===== src/rtl/core/ibh_pkg.sv =====
package ibh_pkg;

  localparam int unsigned CmdW  = 3;
  localparam int unsigned IdW   = 8;
  localparam int unsigned KeyW  = 32;
  localparam int unsigned StatW = 3;
  localparam int unsigned CntW  = 9;

  typedef enum logic [CmdW-1:0] {
    CMD_ADD    = 3'd0,
    CMD_REMOVE = 3'd1,
    CMD_UPDATE = 3'd2,
    CMD_PEEK   = 3'd3,
    CMD_POP    = 3'd4,
    CMD_CLEAR  = 3'd5
  } cmd_e;

  typedef enum logic [StatW-1:0] {
    ST_OK      = 3'd0,
    ST_EMPTY   = 3'd1,
    ST_PRESENT = 3'd2,
    ST_ABSENT  = 3'd3,
    ST_FULL    = 3'd4
  } status_e;

  typedef enum logic [3:0] {
    S_IDLE,
    S_POS,
    S_SLOT,
    S_DECIDE,
    S_UP,
    S_UP_CMP,
    S_DN,
    S_DN_CMP,
    S_PLACE,
    S_DONE
  } state_e;

  // one datapath operation per controller state
  typedef enum logic [3:0] {
    OP_IDLE,
    OP_POS,
    OP_SLOT,
    OP_DECIDE,
    OP_UP_RD,
    OP_UP_CMP,
    OP_DN_RD,
    OP_DN_CMP,
    OP_PLACE,
    OP_FINISH
  } dp_op_e;

  typedef struct packed {
    logic sift_go;
    logic hole_root;
    logic up_move;
    logic dn_leaf;
    logic dn_move;
    logic out_free;
  } dp_stat_t;

endpackage


===== src/rtl/core/ibh_ctrl.sv =====
module ibh_ctrl
  import ibh_pkg::*;
(
  input  logic     clk_i,
  input  logic     rst_ni,
  input  logic     in_valid_i,
  output logic     in_ready_o,
  input  dp_stat_t stat_i,
  output dp_op_e   op_o
);

  state_e state_q, state_d;

  always_ff @(posedge clk_i or negedge rst_ni) begin
    if (!rst_ni) begin
      state_q <= S_IDLE;
    end else begin
      state_q <= state_d;
    end
  end

  always_comb begin
    state_d = state_q;
    case (state_q)
      S_IDLE:   if (in_valid_i) state_d = S_POS;
      S_POS:    state_d = S_SLOT;
      S_SLOT:   state_d = S_DECIDE;
      S_DECIDE: state_d = stat_i.sift_go ? S_UP : S_DONE;
      S_UP:     state_d = stat_i.hole_root ? S_DN : S_UP_CMP;
      S_UP_CMP: state_d = stat_i.up_move ? S_UP : S_DN;
      S_DN:     state_d = stat_i.dn_leaf ? S_PLACE : S_DN_CMP;
      S_DN_CMP: state_d = stat_i.dn_move ? S_DN : S_PLACE;
      S_PLACE:  state_d = S_DONE;
      S_DONE:   if (stat_i.out_free) state_d = S_IDLE;
      default:  state_d = S_IDLE;
    endcase
  end

  always_comb begin
    in_ready_o = 1'b0;
    op_o       = OP_IDLE;
    case (state_q)
      S_IDLE: begin
        in_ready_o = 1'b1;
        op_o       = OP_IDLE;
      end
      S_POS:    op_o = OP_POS;
      S_SLOT:   op_o = OP_SLOT;
      S_DECIDE: op_o = OP_DECIDE;
      S_UP:     op_o = OP_UP_RD;
      S_UP_CMP: op_o = OP_UP_CMP;
      S_DN:     op_o = OP_DN_RD;
      S_DN_CMP: op_o = OP_DN_CMP;
      S_PLACE:  op_o = OP_PLACE;
      S_DONE:   op_o = OP_FINISH;
      default:  op_o = OP_IDLE;
    endcase
  end

endmodule


===== config.mk =====
export PLATFORM = sky130hd
export DESIGN_NAME = ibh_ctrl
export DESIGN_NICKNAME = d
export VERILOG_FILES = /design/src/rtl/core/ibh_pkg.sv /design/src/rtl/core/ibh_ctrl.sv
export SDC_FILE = /design/constraint.sdc
export NUM_CORES = 1
export LEC_CHECK = 0
export ABC_AREA = 1
export BUFFER_PORTS_ARGS = -buffer_cell sky130_fd_sc_hd__buf_4
export CAP_MARGIN = 20
export CORE_AREA = 10 10 47 49
export CTS_CLUSTER_DIAMETER = 200
export DETAILED_ROUTE_END_ITERATION = 10
export DIE_AREA = 0 0 57 59
export GPL_ROUTABILITY_DRIVEN = 0
export GPL_TIMING_DRIVEN = 0
export PLACE_DENSITY_LB_ADDON = 0.05
export SYNTH_ARGS = -nofsm -noshare
export SYNTH_HDL_FRONTEND = slang
export SYNTH_SLANG_ARGS = --single-unit
export TNS_END_PERCENT = 1

===== constraint.sdc =====
create_clock -name clk_i -period 2.1 [get_ports clk_i]
set_input_delay 0.105 -clock clk_i [delete_from_list [all_inputs] [get_ports clk_i]]
set_output_delay 0.105 -clock clk_i [all_outputs]
set_load 0.005 [all_outputs]

==> impl_metrics.json <==
{
  "core-area_sq_mm": 0.00140,
  "postCtsSetupRepairBufs": 0,
  "cp_data_arrival_time_ps": 1200,
  "grt_use_met3_pct": 4.08,
  "final_nets": 83,
  "die-area_sq_mm": 0.00336,
  "fmax_ghz": 0.767,
  "cp_slowest_cell": "dfrtp_1",
  "num_antenna_cells": 0,
  "die_w_microns": 57,
  "numCtsBuffers": 3,
  "r2r-start": "state_q[3]$_DFFE_PN0P_",
  "max_slew_margin_pct": 83.6,
  "postSynthCellCount": 55,
  "drive_gt1_share_pct": 29.2,
  "critPathKind": "register to primary output",
  "crit_chain": "nor2_1 > nand2_1 > inv_1 > buf_4",
  "synth_edf_count": 0,
  "antenna_found_initial": 0,
  "top_usage_layer": "met2",
  "h-tree-depth": 1,
  "p_per_area_mw_per_mm2": 1180,
  "holdPathStages": 3,
  "yosysSeqAreaShare_pct": 30.1,
  "synth.area.top_cells": "dfrtp_1 30%, nand2_1 18%, inv_1 11%, nor2_1 9.0%, nor2_4 6.8%",
  "synthFlopType": "dfrtp_1",
  "reg2regPathDepth": 6,
  "setup_tns_ps": 0,
  "yosysTopAreaCell": "dfrtp_1",
  "grt_max_degree": 6,
  "async_reset_ff_share_pct": 100,
  "critPathCaptureType": "primary output",
  "hold_end": "state_q[2]$_DFFE_PN0P_",
  "grt_pass1_wl_microns": 1650,
  "p_total_uw": 570,
  "clock_path_buffers": 2,
  "hold_viol": 0,
  "clk_pin_slew_worst_paths_ps": 40,
  "drtIter0Drc": 2,
  "p_leak_nw": 0.266,
  "wire_per_inst_microns": 10.7,
  "root_buffer": "clkbuf_4",
  "cts_sinks": 4,
  "setup_viol": 0,
  "finalCriticalPeriod_ps": 1300,
  "reg.largest.list": "state_q x4",
  "grt_usage_pct": 6.15,
  "peakVddDrop_v": 0.000563,
  "gr-total-overflow": 0,
  "crit_family": "flip-flops",
  "place_hpwl_microns": 812,
  "fin_skew_ps": 1.52,
  "io_pins": 14,
  "worstPathMaxFanout": 5,
  "fin_util_pct": 34.5,
  "period_share_pct": 62.1,
  "vias": 384,
  "gr-usage-met2_pct": 9.46,
  "largest-register": "state_q",
  "crit_buf_inv": 2,
  "grt_pass1_vias": 411,
  "reg2reg_slack_ps": 890,
  "grt_util_met1_pct": 6.68,
  "syn_to_final_growth_pct": 45.1,
  "initial_utilization_pct": 23.7,
  "cts_tree": "built",
  "ys_seq_elements": 4,
  "yosys_warnings": 0,
  "drc": 0,
  "ys_top_cells_by_count": "16 x nand2_1, 10 x inv_1, 8 x nor2_1, 4 x dfrtp_1, 4 x nand3_1",
  "portBuffers": 13,
  "vias_per_cell": 4.36,
  "start_kind": "register",
  "totalWireLength_microns": 938,
  "required_ps": 2000,
  "firstDrtPassIters": 2,
  "status": "finished clean",
  "syn_avg_cell_area_sq_um": 6.05,
  "min_from": "stat_i[5]",
  "ys_types": 14,
  "yosysMostFrequentCell": "nand2_1",
  "die_y_microns": 59,
  "largest_reg_flops": 4,
  "worst_slew_pin_slew_ps": 245,
  "rows": 14,
  "critPathMaxStageDelay_ps": 450,
  "synth_nets": 64,
  "drv_slew": 0,
  "insertion_delay_ps": 230,
  "holdWs_ps": 162,
  "rsz0062_at_grt": "no",
  "netlist.area_leader.share_pct": 30.1,
  "worstReg2RegEnd": "state_q[0]$_DFFE_PN0P_",
  "drtAntennaViolNets": 0,
  "synth_area_sq_um": 333,
  "hp-class": "input pin to register",
  "cap_violations": 0
}
[where the power goes]
part	internal [mW]	switching [mW]	leakage (nW)	total, mW
combinational	0.139	0.189	0.201	0.329
clock	0.0638	0.0295	0.0138	0.0933
sequential	0.109	0.0391	0.0511	0.148
total	0.312	0.258	0.266	0.570
[final cells by class]
class / instances / area (sq um)
fill: 169 / 918
clock buffer: 3 / 22.5
inverter: 12 / 45.0
multi-input combinational: 39 / 188
timing repair buffer: 14 / 108
tap: 16 / 20.0
sequential: 4 / 100
[per-layer routing]
| layer | vias up | part of all wire, % | wire, microns |
|---|---|---|---|
| li1 | 205 | - | - |
| met1 | 165 | 47 | 444 |
| met2 | 12 | 44 | 411 |
| met3 | 2 | 6.9 | 65 |
| met4 | 0 | 1.7 | 16 |
| met5 | - | 0 | 0 |
[how the worst max path moves through the flow]
stage / from / end / slack (ps) / cells after the start
floorplan: state_q[2]$_DFFE_PN0P_ / state_q[0]$_DFFE_PN0P_ / 1010 / 8
global placement: state_q[3]$_DFFE_PN0P_ / state_q[0]$_DFFE_PN0P_ / 850 / 6
detailed placement: state_q[3]$_DFFE_PN0P_ / state_q[0]$_DFFE_PN0P_ / 880 / 6
CTS: state_q[3]$_DFFE_PN0P_ / in_ready_o / 780 / 4
global route: state_q[3]$_DFFE_PN0P_ / in_ready_o / 700 / 4
finish: state_q[3]$_DFFE_PN0P_ / in_ready_o / 800 / 4
[layout by cell type, fill, tap and decap left out, drive strengths merged]
cell and instances:
a21oi 1, buf 13, clkbuf 3, dfrtp 4, dlygate4sd3 1, inv 12
nand2 17, nand3 4, nand3b 1, nand4 3, nor2 10, o211ai 1
o21ai 2
[per-stage QoR]
stage | setup WS (ps) | cell area (sq um) | instances
6_report | 797 | 483 | 88
5_1_grt | 697 | 483 | 88
4_1_cts | 780 | 483 | 88
3_5_place_dp | 879 | 450 | 84
3_3_place_gp | 852 | 450 | 84
2_1_floorplan | 1010 | 333 | 55
[logic make-up after synthesis]
| logic type | Yosys count | synth area share (%) |
|---|---|---|
| flip-flops | 4 | 30.1 |
| AND/OR/NAND/NOR | 35 | 49.6 |
| buffers and inverters | 12 | 13.5 |
| AO/OA/AOI/OAI | 4 | 6.76 |
[repair_timing]
| item | 4_1_cts | 5_1_grt |
|---|---|---|
| gates resized for setup | 0 | 0 |
| hold endpoints to repair | 4 | 0 |
| hold buffers | 1 | 0 |
[worst register-to-register path, stage by stage, from the launching register on]
cell and delay (ps):
dfrtp_1 450, nor2_1 250, nand2_1 110, o21ai_1 130, inv_1 50, nand2_1 60, nand2_1 50
Power figures use the tool's default switching activity.
